--- config.mk ---
export PLATFORM = sky130hd
export DESIGN_NAME = emg_envelope_threshold_calibrator_flat
export DESIGN_NICKNAME = d
export VERILOG_FILES = /design/src/sv/eetc_pkg.sv /design/src/sv/eetc_if.sv /design/src/sv/emg_envelope_threshold_calibrator.sv /design/src/flat_wrapper.sv
export SDC_FILE = /design/constraint.sdc
export NUM_CORES = 2
export LEC_CHECK = 0
export BUFFER_PORTS_ARGS = -buffer_cell sky130_fd_sc_hd__buf_2
export CORE_AREA = 2 2 353 355
export CTS_CLUSTER_DIAMETER = 30
export DETAILED_ROUTE_END_ITERATION = 7
export DIE_AREA = 0 0 355 357
export PLACE_DENSITY = 0.63
export SLEW_MARGIN = 20
export SYNTH_ARGS = -nofsm -noshare
export SYNTH_HDL_FRONTEND = slang
export SYNTH_SLANG_ARGS = --single-unit
--- constraint.sdc ---
create_clock -name clk -period 12 [get_ports clk]
set_clock_uncertainty 0.2 [all_clocks]
set_input_delay 2.4 -clock clk [delete_from_list [all_inputs] [get_ports clk]]
set_output_delay 2.4 -clock clk [all_outputs]
set_load 0.005 [all_outputs]
--- src/sv/eetc_pkg.sv ---
package eetc_pkg;

	localparam int ADC_BITS  = 10;
	localparam int FRAC_BITS = 8;
	localparam int MAX_CAL   = 512;
	localparam int ALPHA_W   = 16;
	localparam int ENV_W     = ADC_BITS + FRAC_BITS;
	localparam int THR_W     = ENV_W + 2;
	localparam int CNT_W     = $clog2(MAX_CAL) + 1;
	localparam int SUM_W     = ENV_W + CNT_W - 1;
	localparam int SQ_W      = 2 * ENV_W + CNT_W - 1;
	localparam int NUM_W     = SQ_W + CNT_W;
	localparam int DIV_W     = NUM_W;
	localparam int DVS_W     = 2 * CNT_W - 1;
	localparam int REM_W     = DVS_W + 1;
	localparam int CS_W      = REM_W + 1;
	localparam int VAR_W     = 2 * ENV_W;
	localparam int MUL_W     = SUM_W;
	localparam int PROD_W    = 2 * MUL_W;
	localparam int ENVSUM_W  = ENV_W + ALPHA_W + 1;
	localparam int ITER_W    = $clog2(DIV_W);
	localparam int IDX_W     = 2;
	localparam int CFG_W     = ALPHA_W;

	localparam logic [IDX_W-1:0] REG_ALPHA_GAIN    = 2'd0;
	localparam logic [IDX_W-1:0] REG_CENTER_OFFSET = 2'd1;
	localparam logic [IDX_W-1:0] REG_CALIB_LEN     = 2'd2;

	localparam logic [ALPHA_W-1:0] ALPHA_RESET  = 16'd6554;
	localparam logic [ADC_BITS-1:0] CENTER_RESET = 10'd341;
	localparam logic [CNT_W-1:0]   CALIB_RESET  = 10'd300;

	localparam logic [0:0] OP_SAMPLE = 1'b0;
	localparam logic [0:0] OP_CALIB  = 1'b1;

	typedef enum logic [4:0] {
		ST_IDLE,
		ST_MUL_RISE,
		ST_MUL_DECAY,
		ST_ENV,
		ST_SQ,
		ST_ACC,
		ST_MEAN_DIV,
		ST_NUM_LO,
		ST_NUM_HI,
		ST_SUMSQ,
		ST_DIFF,
		ST_VAR_LOAD,
		ST_VAR_DIV,
		ST_SQRT_LOAD,
		ST_SQRT,
		ST_THR,
		ST_RESULT
	} state_t;

endpackage

--- src/sv/eetc_if.sv ---
interface eetc_in_if;
	logic                         valid;
	logic                         ready;
	logic                         op;
	logic [eetc_pkg::ADC_BITS-1:0] adc_sample;

	modport source (output valid, output op, output adc_sample, input ready);
	modport sink   (input valid, input op, input adc_sample, output ready);
endinterface

interface eetc_out_if;
	logic                       valid;
	logic                       ready;
	logic [eetc_pkg::ENV_W-1:0] envelope_level;
	logic                       active;
	logic                       calib_done;
	logic [eetc_pkg::THR_W-1:0] upper_threshold;

	modport source (output valid, output envelope_level, output active, output calib_done,
		output upper_threshold, input ready);
	modport sink   (input valid, input envelope_level, input active, input calib_done,
		input upper_threshold, output ready);
endinterface

--- src/sv/emg_envelope_threshold_calibrator.sv ---
// Sample item: MUL_RISE, MUL_DECAY and ENV form the result (SQ and ACC follow while a
// calibration run is open); no new item is accepted until that result has been loaded.
// Item that closes a run: the shared restoring divider then runs
// 55 steps twice (mean, variance) and the square root 18 steps, one bit per cycle.
// Start-calibration item: goes straight to the result. A waiting result holds the sequencer in its last state.
// arst_n clears the envelope, sets the threshold to all ones, loads register defaults.
module emg_envelope_threshold_calibrator (
	input  logic                            clk,
	input  logic                            arst_n,
	input  logic                            cfg_we,
	input  logic [eetc_pkg::IDX_W-1:0]      cfg_index,
	input  logic [eetc_pkg::CFG_W-1:0]      cfg_wdata,
	eetc_in_if.sink                         samples,
	eetc_out_if.source                      results
);

	localparam int ENV_W    = eetc_pkg::ENV_W;
	localparam int THR_W    = eetc_pkg::THR_W;
	localparam int CNT_W    = eetc_pkg::CNT_W;
	localparam int SUM_W    = eetc_pkg::SUM_W;
	localparam int SQ_W     = eetc_pkg::SQ_W;
	localparam int NUM_W    = eetc_pkg::NUM_W;
	localparam int DIV_W    = eetc_pkg::DIV_W;
	localparam int DVS_W    = eetc_pkg::DVS_W;
	localparam int REM_W    = eetc_pkg::REM_W;
	localparam int CS_W     = eetc_pkg::CS_W;
	localparam int VAR_W    = eetc_pkg::VAR_W;
	localparam int MUL_W    = eetc_pkg::MUL_W;
	localparam int PROD_W   = eetc_pkg::PROD_W;
	localparam int ALPHA_W  = eetc_pkg::ALPHA_W;
	localparam int ADC_BITS = eetc_pkg::ADC_BITS;
	localparam int FRAC_BITS = eetc_pkg::FRAC_BITS;
	localparam int ENVSUM_W = eetc_pkg::ENVSUM_W;
	localparam int ITER_W   = eetc_pkg::ITER_W;

	localparam logic [ALPHA_W:0]    ALPHA_ONE = (ALPHA_W+1)'(1) << ALPHA_W;
	localparam logic [ENVSUM_W-1:0] ROUND_HALF = ENVSUM_W'(1) << (ALPHA_W - 1);
	localparam logic [CNT_W-1:0]    LEN_MAX = CNT_W'(eetc_pkg::MAX_CAL);
	localparam logic [ITER_W-1:0]   DIV_LAST = ITER_W'(DIV_W - 1);
	localparam logic [ITER_W-1:0]   SQRT_LAST = ITER_W'(ENV_W - 1);

	eetc_pkg::state_t state_q, state_d;

	logic [ALPHA_W-1:0]  alpha_q;
	logic [ADC_BITS-1:0] center_q;
	logic [CNT_W-1:0]    calib_len_q;

	logic [ENV_W-1:0]    env_q;
	logic [THR_W-1:0]    thr_q;
	logic [ENV_W-1:0]    mean_q;
	logic                calibrating_q;
	logic [CNT_W-1:0]    count_q;
	logic [SUM_W-1:0]    sum_q;
	logic [SQ_W-1:0]     sumsq_q;
	logic                done_q;

	logic [ENV_W-1:0]    rect_q;
	logic [PROD_W-1:0]   prod_q;
	logic [NUM_W-1:0]    acc_q;
	logic [DIV_W-1:0]    div_q;
	logic [DVS_W-1:0]    divisor_q;
	logic [REM_W-1:0]    rem_q;
	logic [ENV_W-1:0]    root_q;
	logic [ITER_W-1:0]   iter_q;

	logic                res_valid_q;
	logic [ENV_W-1:0]    res_env_q;
	logic                res_active_q;
	logic                res_done_q;
	logic [THR_W-1:0]    res_thr_q;

	logic [MUL_W-1:0]    mul_a, mul_b;
	logic [CS_W-1:0]     cs_a, cs_b, cs_diff;
	logic                cs_ge;
	logic [ADC_BITS-1:0] mag;
	logic [ENVSUM_W-1:0] env_sum;
	logic [CNT_W-1:0]    run_len;
	logic                run_end;
	logic                accept;
	logic                res_load;
	logic [NUM_W-1:0]    s2_ext;
	logic [THR_W:0]      thr_sum;

	assign accept   = samples.valid && samples.ready;
	assign res_load = (state_q == eetc_pkg::ST_RESULT) && (!res_valid_q || results.ready);

	assign samples.ready           = (state_q == eetc_pkg::ST_IDLE);
	assign results.valid           = res_valid_q;
	assign results.envelope_level  = res_env_q;
	assign results.active          = res_active_q;
	assign results.calib_done      = res_done_q;
	assign results.upper_threshold = res_thr_q;

	assign mag = (samples.adc_sample >= center_q) ? samples.adc_sample - center_q
		: center_q - samples.adc_sample;

	always_comb begin
		run_len = calib_len_q;
		if (calib_len_q == '0) begin
			run_len = CNT_W'(1);
		end else if (calib_len_q > LEN_MAX) begin
			run_len = LEN_MAX;
		end
	end
	assign run_end = (count_q >= run_len);

	assign env_sum = ENVSUM_W'(acc_q) + ENVSUM_W'(prod_q) + ROUND_HALF;
	assign s2_ext  = NUM_W'(prod_q);
	assign thr_sum = (THR_W+1)'(mean_q) + (THR_W+1)'({root_q, 1'b0}) + (THR_W+1)'(root_q);

	// shared compare-subtract: divider step or square-root step
	assign cs_ge   = (cs_a >= cs_b);
	assign cs_diff = cs_a - cs_b;

	always_comb begin
		cs_a = {rem_q, div_q[DIV_W-1]};
		cs_b = CS_W'(divisor_q);
		if (state_q == eetc_pkg::ST_SQRT) begin
			cs_a = {rem_q[REM_W-2:0], div_q[DIV_W-1 -: 2]};
			cs_b = CS_W'({root_q, 2'b01});
		end
	end

	// shared multiplier operands
	always_comb begin
		mul_a = '0;
		mul_b = '0;
		unique case (state_q)
			eetc_pkg::ST_MUL_RISE: begin
				mul_a = MUL_W'(alpha_q);
				mul_b = MUL_W'(rect_q);
			end
			eetc_pkg::ST_MUL_DECAY: begin
				mul_a = MUL_W'(ALPHA_ONE - (ALPHA_W+1)'(alpha_q));
				mul_b = MUL_W'(env_q);
			end
			eetc_pkg::ST_SQ: begin
				mul_a = MUL_W'(env_q);
				mul_b = MUL_W'(env_q);
			end
			eetc_pkg::ST_NUM_LO: begin
				mul_a = MUL_W'(count_q);
				mul_b = sumsq_q[MUL_W-1:0];
			end
			eetc_pkg::ST_NUM_HI: begin
				mul_a = MUL_W'(count_q);
				mul_b = MUL_W'(sumsq_q[SQ_W-1:MUL_W]);
			end
			eetc_pkg::ST_SUMSQ: begin
				mul_a = MUL_W'(sum_q);
				mul_b = MUL_W'(sum_q);
			end
			eetc_pkg::ST_DIFF: begin
				mul_a = MUL_W'(count_q);
				mul_b = MUL_W'(count_q);
			end
			default: begin
				mul_a = '0;
				mul_b = '0;
			end
		endcase
	end

	always_comb begin
		state_d = state_q;
		unique case (state_q)
			eetc_pkg::ST_IDLE: begin
				if (accept) begin
					state_d = (samples.op == eetc_pkg::OP_CALIB) ? eetc_pkg::ST_RESULT
						: eetc_pkg::ST_MUL_RISE;
				end
			end
			eetc_pkg::ST_MUL_RISE:  state_d = eetc_pkg::ST_MUL_DECAY;
			eetc_pkg::ST_MUL_DECAY: state_d = eetc_pkg::ST_ENV;
			eetc_pkg::ST_ENV: begin
				state_d = calibrating_q ? eetc_pkg::ST_SQ : eetc_pkg::ST_RESULT;
			end
			eetc_pkg::ST_SQ:        state_d = eetc_pkg::ST_ACC;
			eetc_pkg::ST_ACC: begin
				state_d = run_end ? eetc_pkg::ST_MEAN_DIV : eetc_pkg::ST_RESULT;
			end
			eetc_pkg::ST_MEAN_DIV: begin
				if (iter_q == DIV_LAST) begin
					state_d = eetc_pkg::ST_NUM_LO;
				end
			end
			eetc_pkg::ST_NUM_LO:    state_d = eetc_pkg::ST_NUM_HI;
			eetc_pkg::ST_NUM_HI:    state_d = eetc_pkg::ST_SUMSQ;
			eetc_pkg::ST_SUMSQ:     state_d = eetc_pkg::ST_DIFF;
			eetc_pkg::ST_DIFF:      state_d = eetc_pkg::ST_VAR_LOAD;
			eetc_pkg::ST_VAR_LOAD:  state_d = eetc_pkg::ST_VAR_DIV;
			eetc_pkg::ST_VAR_DIV: begin
				if (iter_q == DIV_LAST) begin
					state_d = eetc_pkg::ST_SQRT_LOAD;
				end
			end
			eetc_pkg::ST_SQRT_LOAD: state_d = eetc_pkg::ST_SQRT;
			eetc_pkg::ST_SQRT: begin
				if (iter_q == SQRT_LAST) begin
					state_d = eetc_pkg::ST_THR;
				end
			end
			eetc_pkg::ST_THR:       state_d = eetc_pkg::ST_RESULT;
			eetc_pkg::ST_RESULT: begin
				if (res_load) begin
					state_d = eetc_pkg::ST_IDLE;
				end
			end
			default:                state_d = eetc_pkg::ST_IDLE;
		endcase
	end

	always_ff @(posedge clk or negedge arst_n) begin
		if (!arst_n) begin
			state_q <= eetc_pkg::ST_IDLE;
		end else begin
			state_q <= state_d;
		end
	end

	always_ff @(posedge clk or negedge arst_n) begin
		if (!arst_n) begin
			alpha_q     <= eetc_pkg::ALPHA_RESET;
			center_q    <= eetc_pkg::CENTER_RESET;
			calib_len_q <= eetc_pkg::CALIB_RESET;
		end else if (cfg_we) begin
			unique case (cfg_index)
				eetc_pkg::REG_ALPHA_GAIN:    alpha_q     <= cfg_wdata[ALPHA_W-1:0];
				eetc_pkg::REG_CENTER_OFFSET: center_q    <= cfg_wdata[ADC_BITS-1:0];
				eetc_pkg::REG_CALIB_LEN:     calib_len_q <= cfg_wdata[CNT_W-1:0];
				default: begin
				end
			endcase
		end
	end

	// architectural state
	always_ff @(posedge clk or negedge arst_n) begin
		if (!arst_n) begin
			env_q         <= '0;
			thr_q         <= '1;
			mean_q        <= '0;
			calibrating_q <= 1'b0;
			count_q       <= '0;
			sum_q         <= '0;
			sumsq_q       <= '0;
			done_q        <= 1'b0;
		end else begin
			unique case (state_q)
				eetc_pkg::ST_IDLE: begin
					if (accept) begin
						done_q <= 1'b0;
						if (samples.op == eetc_pkg::OP_CALIB) begin
							calibrating_q <= 1'b1;
							count_q       <= '0;
							sum_q         <= '0;
							sumsq_q       <= '0;
						end
					end
				end
				eetc_pkg::ST_ENV: begin
					env_q <= env_sum[ALPHA_W +: ENV_W];
				end
				eetc_pkg::ST_SQ: begin
					sum_q   <= sum_q + SUM_W'(env_q);
					count_q <= count_q + CNT_W'(1);
				end
				eetc_pkg::ST_ACC: begin
					sumsq_q <= sumsq_q + SQ_W'(prod_q);
				end
				eetc_pkg::ST_NUM_LO: begin
					mean_q <= div_q[ENV_W-1:0];
				end
				eetc_pkg::ST_THR: begin
					thr_q         <= thr_sum[THR_W] ? '1 : thr_sum[THR_W-1:0];
					calibrating_q <= 1'b0;
					count_q       <= '0;
					done_q        <= 1'b1;
				end
				default: begin
				end
			endcase
		end
	end

	// working registers of the shared units
	always_ff @(posedge clk) begin
		prod_q <= mul_a * mul_b;
		unique case (state_q)
			eetc_pkg::ST_IDLE: begin
				rect_q <= {mag, {FRAC_BITS{1'b0}}};
			end
			eetc_pkg::ST_MUL_DECAY: begin
				acc_q <= NUM_W'(prod_q);
			end
			eetc_pkg::ST_ACC: begin
				div_q     <= DIV_W'(sum_q);
				divisor_q <= DVS_W'(count_q);
				rem_q     <= '0;
				iter_q    <= '0;
			end
			eetc_pkg::ST_MEAN_DIV, eetc_pkg::ST_VAR_DIV: begin
				rem_q  <= cs_ge ? cs_diff[REM_W-1:0] : cs_a[REM_W-1:0];
				div_q  <= {div_q[DIV_W-2:0], cs_ge};
				iter_q <= iter_q + ITER_W'(1);
			end
			eetc_pkg::ST_NUM_HI: begin
				acc_q <= NUM_W'(prod_q);
			end
			eetc_pkg::ST_SUMSQ: begin
				acc_q <= acc_q + {prod_q[NUM_W-MUL_W-1:0], {MUL_W{1'b0}}};
			end
			eetc_pkg::ST_DIFF: begin
				div_q <= (acc_q > s2_ext) ? acc_q - s2_ext : '0;
			end
			eetc_pkg::ST_VAR_LOAD: begin
				divisor_q <= prod_q[DVS_W-1:0];
				rem_q     <= '0;
				iter_q    <= '0;
			end
			eetc_pkg::ST_SQRT_LOAD: begin
				// variance to the top of the shifter, two bits per root step
				div_q  <= {div_q[VAR_W-1:0], {(DIV_W-VAR_W){1'b0}}};
				rem_q  <= '0;
				root_q <= '0;
				iter_q <= '0;
			end
			eetc_pkg::ST_SQRT: begin
				rem_q  <= cs_ge ? cs_diff[REM_W-1:0] : cs_a[REM_W-1:0];
				root_q <= {root_q[ENV_W-2:0], cs_ge};
				div_q  <= {div_q[DIV_W-3:0], 2'b00};
				iter_q <= iter_q + ITER_W'(1);
			end
			default: begin
			end
		endcase
	end

	always_ff @(posedge clk or negedge arst_n) begin
		if (!arst_n) begin
			res_valid_q <= 1'b0;
		end else if (res_load) begin
			res_valid_q <= 1'b1;
		end else if (results.ready) begin
			res_valid_q <= 1'b0;
		end
	end

	always_ff @(posedge clk) begin
		if (res_load) begin
			res_env_q    <= env_q;
			res_active_q <= (THR_W'(env_q) > thr_q);
			res_done_q   <= done_q;
			res_thr_q    <= thr_q;
		end
	end

endmodule
--- src/flat_wrapper.sv ---
// flat-port wrapper written by rule: the top's interface ports become plain ports
module emg_envelope_threshold_calibrator_flat 
  (clk, arst_n, cfg_we, cfg_index, cfg_wdata, samples_valid, samples_op, samples_adc_sample, samples_ready, results_valid, results_envelope_level, results_active, results_calib_done, results_upper_threshold, results_ready);
  eetc_in_if samples_i ();
  eetc_out_if results_i ();
  input  logic clk;
  input  logic arst_n;
  input  logic cfg_we;
  input  logic [eetc_pkg::IDX_W-1:0] cfg_index;
  input  logic [eetc_pkg::CFG_W-1:0] cfg_wdata;
  input wire logic [$bits(samples_i.valid)-1:0] samples_valid;
  input wire logic [$bits(samples_i.op)-1:0] samples_op;
  input wire logic [$bits(samples_i.adc_sample)-1:0] samples_adc_sample;
  output wire logic [$bits(samples_i.ready)-1:0] samples_ready;
  output wire logic [$bits(results_i.valid)-1:0] results_valid;
  output wire logic [$bits(results_i.envelope_level)-1:0] results_envelope_level;
  output wire logic [$bits(results_i.active)-1:0] results_active;
  output wire logic [$bits(results_i.calib_done)-1:0] results_calib_done;
  output wire logic [$bits(results_i.upper_threshold)-1:0] results_upper_threshold;
  input wire logic [$bits(results_i.ready)-1:0] results_ready;
  assign samples_i.valid = samples_valid;
  assign samples_i.op = samples_op;
  assign samples_i.adc_sample = samples_adc_sample;
  assign samples_ready = samples_i.ready;
  assign results_valid = results_i.valid;
  assign results_envelope_level = results_i.envelope_level;
  assign results_active = results_i.active;
  assign results_calib_done = results_i.calib_done;
  assign results_upper_threshold = results_i.upper_threshold;
  assign results_i.ready = results_ready;
  emg_envelope_threshold_calibrator u_core (.clk(clk), .arst_n(arst_n), .cfg_we(cfg_we), .cfg_index(cfg_index), .cfg_wdata(cfg_wdata), .samples(samples_i), .results(results_i));
endmodule
# After elaboration in Yosys (flattened, before gate mapping)
# Cells that the tools add are included.
dict set report word_totals {
  register_bits 459
  latch_bits 0
  ramBits 0
  romBits 0
  inputBits 34
  out_inout_bits 42
  wordCells 145
  mem_count 0
}
dict set report classes {
  n_addsub 14
  mul 1
  n_div 0
  n_lt_le_gt_ge 6
  n_eq_ne 26
  shifts 0
  n_mux 41
  n_bitwise 0
  n_reduce_logical 32
}
# cell n
set ops {}
lappend ops {{55-bit one-hot mux with 5 select lines} 1}
lappend ops {{27-bit one-hot mux with 6 select lines} 1}
lappend ops {{27-bit one-hot mux with 5 select lines} 1}
lappend ops {{55-bit one-hot mux with 2 select lines} 1}
lappend ops {{45-bit 2-to-1 mux} 2}
lappend ops {{45-bit one-hot mux with 2 select lines} 1}
lappend ops {{5-bit one-hot mux with 17 select lines} 1}
lappend ops {{20-bit 2-to-1 mux} 3}
lappend ops {{55-bit adder} 1}
lappend ops {{55-bit by 54-bit > comparator with 1-bit output} 1}
lappend ops {{55-bit 2-to-1 mux} 1}
lappend ops {{55-bit by 54-bit subtractor with 55-bit output} 1}
lappend ops {{27-bit by 27-bit multiplier with 54-bit output} 1}
lappend ops {{27-bit 2-to-1 mux} 2}
lappend ops {{27-bit one-hot mux with 2 select lines} 1}
lappend ops {{10-bit 2-to-1 mux} 5}
lappend ops {{45-bit adder} 1}
lappend ops {{5-bit by 4-bit == test with 1-bit output (second input constant)} 8}
lappend ops {{5-bit 2-to-1 mux} 8}
lappend ops {{20-bit one-hot mux with 2 select lines} 1}
lappend ops {{19-bit one-hot mux with 2 select lines} 1}
lappend ops {{18-bit one-hot mux with 2 select lines} 1}
lappend ops {{34-bit by 16-bit adder with 34-bit output (second input constant)} 1}
lappend ops {{34-bit adder} 1}
lappend ops {{41 further kinds} 74}

# Depth between registers and ports, before layout
dict set report depth {
  ltp_word 6
  depth_mapped 36
  depth_no_buf 35
}

# Worst setup path before layout
# OpenSTA, ideal clock, no wires.
dict set report synth_path {
  kind {flip-flop to flip-flop}
  from {reg u_core.state_q[4]}
  to {reg u_core.prod_q[53]}
  setup_time_ns 0.123
  arrival_ns 8.492
  required_time_ns 11.677
  setup_slack_ns 3.185
  stages_incl_launch_ff 33
  path_buffers 4
  period_less_slack_ns 8.815
  path_cell_list {dfrtp_1 or2_2 clkbuf_1 nor3_1 buf_2 buf_1 a22oi_1 nand2_1 clkbuf_1 nand2_1 fa_1 inv_1 fa_1 inv_1 fa_1 fa_1 fa_1 inv_1 fa_1 inv_1 fa_1 inv_1 ha_1 o21a_1 o22ai_1 o41a_1 o211ai_1 a2111o_1 a31oi_1 o31a_2 o221ai_2 a221oi_2 xnor2_1}
}
dict set report synth_between {
  elab_chain_len 4
  word_cells_on_any_way 12
  cone_classes {mul (1); eq/ne (7); mux (2); reduce/logical (2)}
}
# item line_no
set synth_rtl {}
lappend synth_rtl {{start, declared} emg_envelope_threshold_calibrator.sv:42} ;# eetc_pkg::state_t state_q, state_d;
lappend synth_rtl {{start signal, assigned} emg_envelope_threshold_calibrator.sv:215} ;# state_q <= eetc_pkg::ST_IDLE;
lappend synth_rtl {{start signal, assigned} emg_envelope_threshold_calibrator.sv:217} ;# state_q <= state_d;
lappend synth_rtl {{5-bit by 3-bit == test with 1-bit output (tied with other cells)} emg_envelope_threshold_calibrator.sv:128} ;# unique case (state_q)
lappend synth_rtl {{3-bit OR reduction (no source line) or 2-bit OR reduction (tied branches)} --}
lappend synth_rtl {{27-bit one-hot mux with 5 select lines or 27-bit one-hot mux with 6 select lines (tied branches)} emg_envelope_threshold_calibrator.sv:128}
lappend synth_rtl {{27-bit by 27-bit multiplier with 54-bit output (*)} emg_envelope_threshold_calibrator.sv:288} ;# prod_q <= mul_a * mul_b;
lappend synth_rtl {{end signal, assigned} emg_envelope_threshold_calibrator.sv:288}
lappend synth_rtl {{end, declared} emg_envelope_threshold_calibrator.sv:58} ;# logic [PROD_W-1:0] prod_q;
# Every way passes the cells marked *; elsewhere a longest branch is shown, timed or not.
# A chain may end at the register's enable or synchronous reset.

# Worst setup path in the final report
dict set report layout_path {
  from {reg u_core.state_q[3]}
  to {reg u_core.prod_q[53]}
}
# Same word-level chain as after synthesis.

==> impl_metrics.py <==
metrics = {
    "synth": {
        "synth_cells": 6141,
        "yosys_warnings": 0,
        "yosysUniqueCellTypes": 101,
        "synthArstFlopShare_pct": 39.65,
        "syn-num-nets": 7315,
        "yosysMostFrequentCell": "inv_1",
        "synthTopCellsByCount": "inv_1, nand2_1, fa_1",
        "ys.flop_type": "edfxtp_1",
        "synth_edf_count": 223,
        "ys_ff_latch": 459,
        "synth_area_leaders": "fa_1, edfxtp_1, ha_1",
        "ys_seq_area_share_pct": 22.54,
        "avgSynthCellArea_um2": 8.942,
        "syn_area_mm2": 0.05491,
        "synth_area_leader_cell": "fa_1",
        "synthDominantCellAreaShare_pct": 23.08,
    },
    "grt": {
        "grt_pass1_wl_um": 279800,
        "grt_pass1_vias": 45224,
        "grt_max_degree": 71,
        "antenna_found_initial": 4,
        "grt_use_total_pct": 29.27,
        "grt-ovfl-total": 0,
    },
    "floorplanning": {
        "coreArea_mm2": 0.1230,
        "die-area_mm2": 0.1267,
        "rows": 129,
        "start_util_pct": 44.65,
        "io_pins": 76,
        "fp.dieW_um": 355,
        "fp.dieH_um": 357,
    },
    "timing": {
        "setup_violations": 0,
        "fmax_ghz": 0.08907,
        "holdWs_ns": 0.2686,
        "worst_pin_slew_ns": 1.192,
        "drv_slew": 0,
        "setup_tns_ns": 0,
        "rsz0062_at_grt": "false",
        "fin_crit_sh_pct": 93.56,
        "period_minus_slack_ns": 11.23,
        "relSlewSlack_pct": 20.29,
        "hold_viol": 0,
    },
    "route": {
        "post_drt_wl_per_cell_um": 23.52,
        "drt_iter0_markers": 4790,
        "viasPerCell": 5.729,
        "drc": 3,
        "firstDrtPassIters": 8,
        "routed_wl_um": 185900,
        "vias": 45279,
        "ant_nets": 0,
    },
    "worst_setup_path": {
        "r2r_slack_ns": 0.77,
        "worstPathRequired_ns": 12.37,
        "cp_slowest_cell": "nand2_1",
        "cpPeakStageDelay_ns": 0.98,
        "cp.arrival_ns": 11.60,
        "crit_fanout": 25,
        "worstReg2RegEnd": "u_core.prod_q[53]",
        "crit_start": "u_core.state_q[3]",
        "reg2reg_depth": 30,
        "crit_path_frequent_cell": "fa_1",
        "end_kind": "register",
        "worstSetupPathType": "register to register",
        "r2r_start": "u_core.state_q[3]",
        "critPathLaunchType": "register",
    },
    "clocking": {
        "clk_pin_slew_ns": 0.05,
        "holdBufCountCts": 0,
        "cts_resized": 0,
        "h-tree-depth": 3,
        "cts-root-buf": "clkbuf_16",
        "cts_max_path_buffers": 3,
        "cts_made_buffers": 100,
        "clock_latency_ns": 0.69,
        "cts_setup_buffers": 0,
        "cts_tree": "built",
        "cts.sinks": 459,
    },
    "worst_hold_path": {
        "hp-start": "u_core.done_q",
        "hold_end": "u_core.results.calib_done",
        "whs_path_depth": 0,
        "hold_class": "register to register",
    },
    "power": {
        "p_sw_share_pct": 49.03,
        "powerDensity_mw_per_mm2": 225.2,
        "leakage_nw": 29.06,
        "power_frac_seq_pct": 21.4,
        "p_sw_mw": 6.729,
        "clockPowerShare_pct": 21.3,
        "power.internal_mw": 6.994,
        "p_comb_share_pct": 57.3,
        "vdd_drop_max_mv": 0.2912,
    },
    "job": {
        "drv_cap": 0,
    },
    "place": {
        "port_buffers": 75,
        "detailed_place_hpwl_um": 144400,
        "routabilityCongestion": 1.013,
    },
    "status": {
        "violations": "DRC",
        "run_status": "finished with violations",
    },
    "layout": {
        "final_util_pct": 49.54,
        "nNetsFinal": 7353,
        "drive_gt1_share_pct": 8.811,
        "syn2layout_area_growth_pct": 10.96,
    },
}
## kinds of logic after synthesis
| family | after synthesis | synth area share [%] |
|---|---|---|
| and+or+nand+nor | 1723 | 13.75 |
| muxes | 94 | 1.866 |
| buffers and inverters | 1279 | 8.889 |
| adders and majority gates | 1140 | 34.63 |
| DFF | 459 | 22.54 |
| AOI/OAI and AO/OA | 1171 | 13.94 |
| xor gates and xnor gates | 275 | 4.386 |
## worst max-delay path, delay by kind of cell (launching register included)
family | cells | cell delay, ns
compound gates | 9 | 2.19
buf+inv | 6 | 1.28
simple gates | 6 | 2.83
xor+xnor | 1 | 0.10
flops | 1 | 0.65
fa+ha+maj | 8 | 3.80
## power groups by stage
stage | Sequential (mW) | Clock, mW | Combinational [mW]
after floorplan | 2.53 | 0 | 5.48
after global placement | 2.91 | 0 | 7.58
after detailed placement | 2.92 | 0 | 7.68
after CTS | 2.90 | 2.94 | 7.73
after global routing | 2.95 | 3.01 | 8.62
final | 2.94 | 2.92 | 7.87
## state kept, by name (all words and copies together), names as in the netlist, 5 cells and up
register                        flops
u_core.acc_q                       55
u_core.alpha_q                     16
u_core.calib_len_q                 10
u_core.center_q                    10
u_core.count_q                     10
u_core.div_q                       55
u_core.divisor_q                   19
u_core.env_q                       18
u_core.iter_q                       6
u_core.mean_q                      18
u_core.prod_q                      54
u_core.rect_q                      10
u_core.rem_q                       20
u_core.results.envelope_level      18
u_core.results.upper_threshold     20
u_core.root_q                      18
u_core.state_q                      5
u_core.sum_q                       27
u_core.sumsq_q                     45
u_core.thr_q                       20
## area by class of cell
| class | instances | area, um^2 |
|---|---|---|
| fill | 11608 | 62060 |
| multi-input combinational | 4403 | 37790 |
| sequential | 459 | 12380 |
| inverter | 1023 | 3840 |
| clock buffer | 117 | 2724 |
| tap | 1637 | 2048 |
| timing repair buffer | 192 | 1290 |
| clock inverter | 71 | 860.8 |
| antenna | 1 | 2.502 |
## placed cells by master (no fill, tap or decap), types with 32 or more instances in the layout
cell type  synthesis  final
o21ai_0          254    251
buf_2             19     76
a21oi_1          330    326
a21o_1           154    154
inv_1           1016   1016
nor2b_1           41     40
nand3_1          110    106
dfstp_2           36     36
edfxtp_1         223    223
o21ai_1           36     38
mux2_2            66     66
and2_1            59     59
dfxtp_1           54     54
and3_1            32     32
xnor2_1          178    178
a31oi_1           41     41
nor2_1           385    380
nand2b_1          43     42
nand2_1          858    855
o21bai_1          57     57
ha_1             507    507
clkbuf_16          0    106
nand4_1           40     40
dfrtp_1          146    146
fa_1             633    633
nor3_1            63     59
xor2_1            97     97
a222oi_1          69     69
buf_4              4    113
## per-stage QoR
| stage | instances | setup slack, ns | power [mW] | instance area, um^2 |
|---|---|---|---|---|
| after global routing | 7902 | 0.4327 | 14.58 | 60930 |
| final | 7903 | 0.7724 | 13.72 | 60930 |
| after detailed placement | 7712 | 0.9839 | 10.60 | 57300 |
| after global placement | 7711 | 1.208 | 10.49 | 57290 |
| after CTS | 7900 | 0.9587 | 13.58 | 60890 |
| after floorplan | 6141 | 3.185 | 8.010 | 54910 |
## per-layer routing
layer / GRT usage, % / part of all wire (%) / vias up
met4: 14.00 / 5.1 / 6
met3: 6.056 / 9.6 / 446
met1: 39.26 / 41 / 22488
li1: - / - / 20289
met2: 45.31 / 44 / 2050
met5: 0 / 0.019 / -
## worst max path at each step
stage	end	slack, ns
after floorplan	u_core.prod_q[53]	3.18
after global placement	u_core.prod_q[53]	1.21
after detailed placement	u_core.prod_q[53]	0.98
after CTS	u_core.prod_q[53]	0.96
after global routing	u_core.prod_q[53]	0.43
final	u_core.prod_q[53]	0.77
No activity file was read; power rests on OpenSTA's default activity.
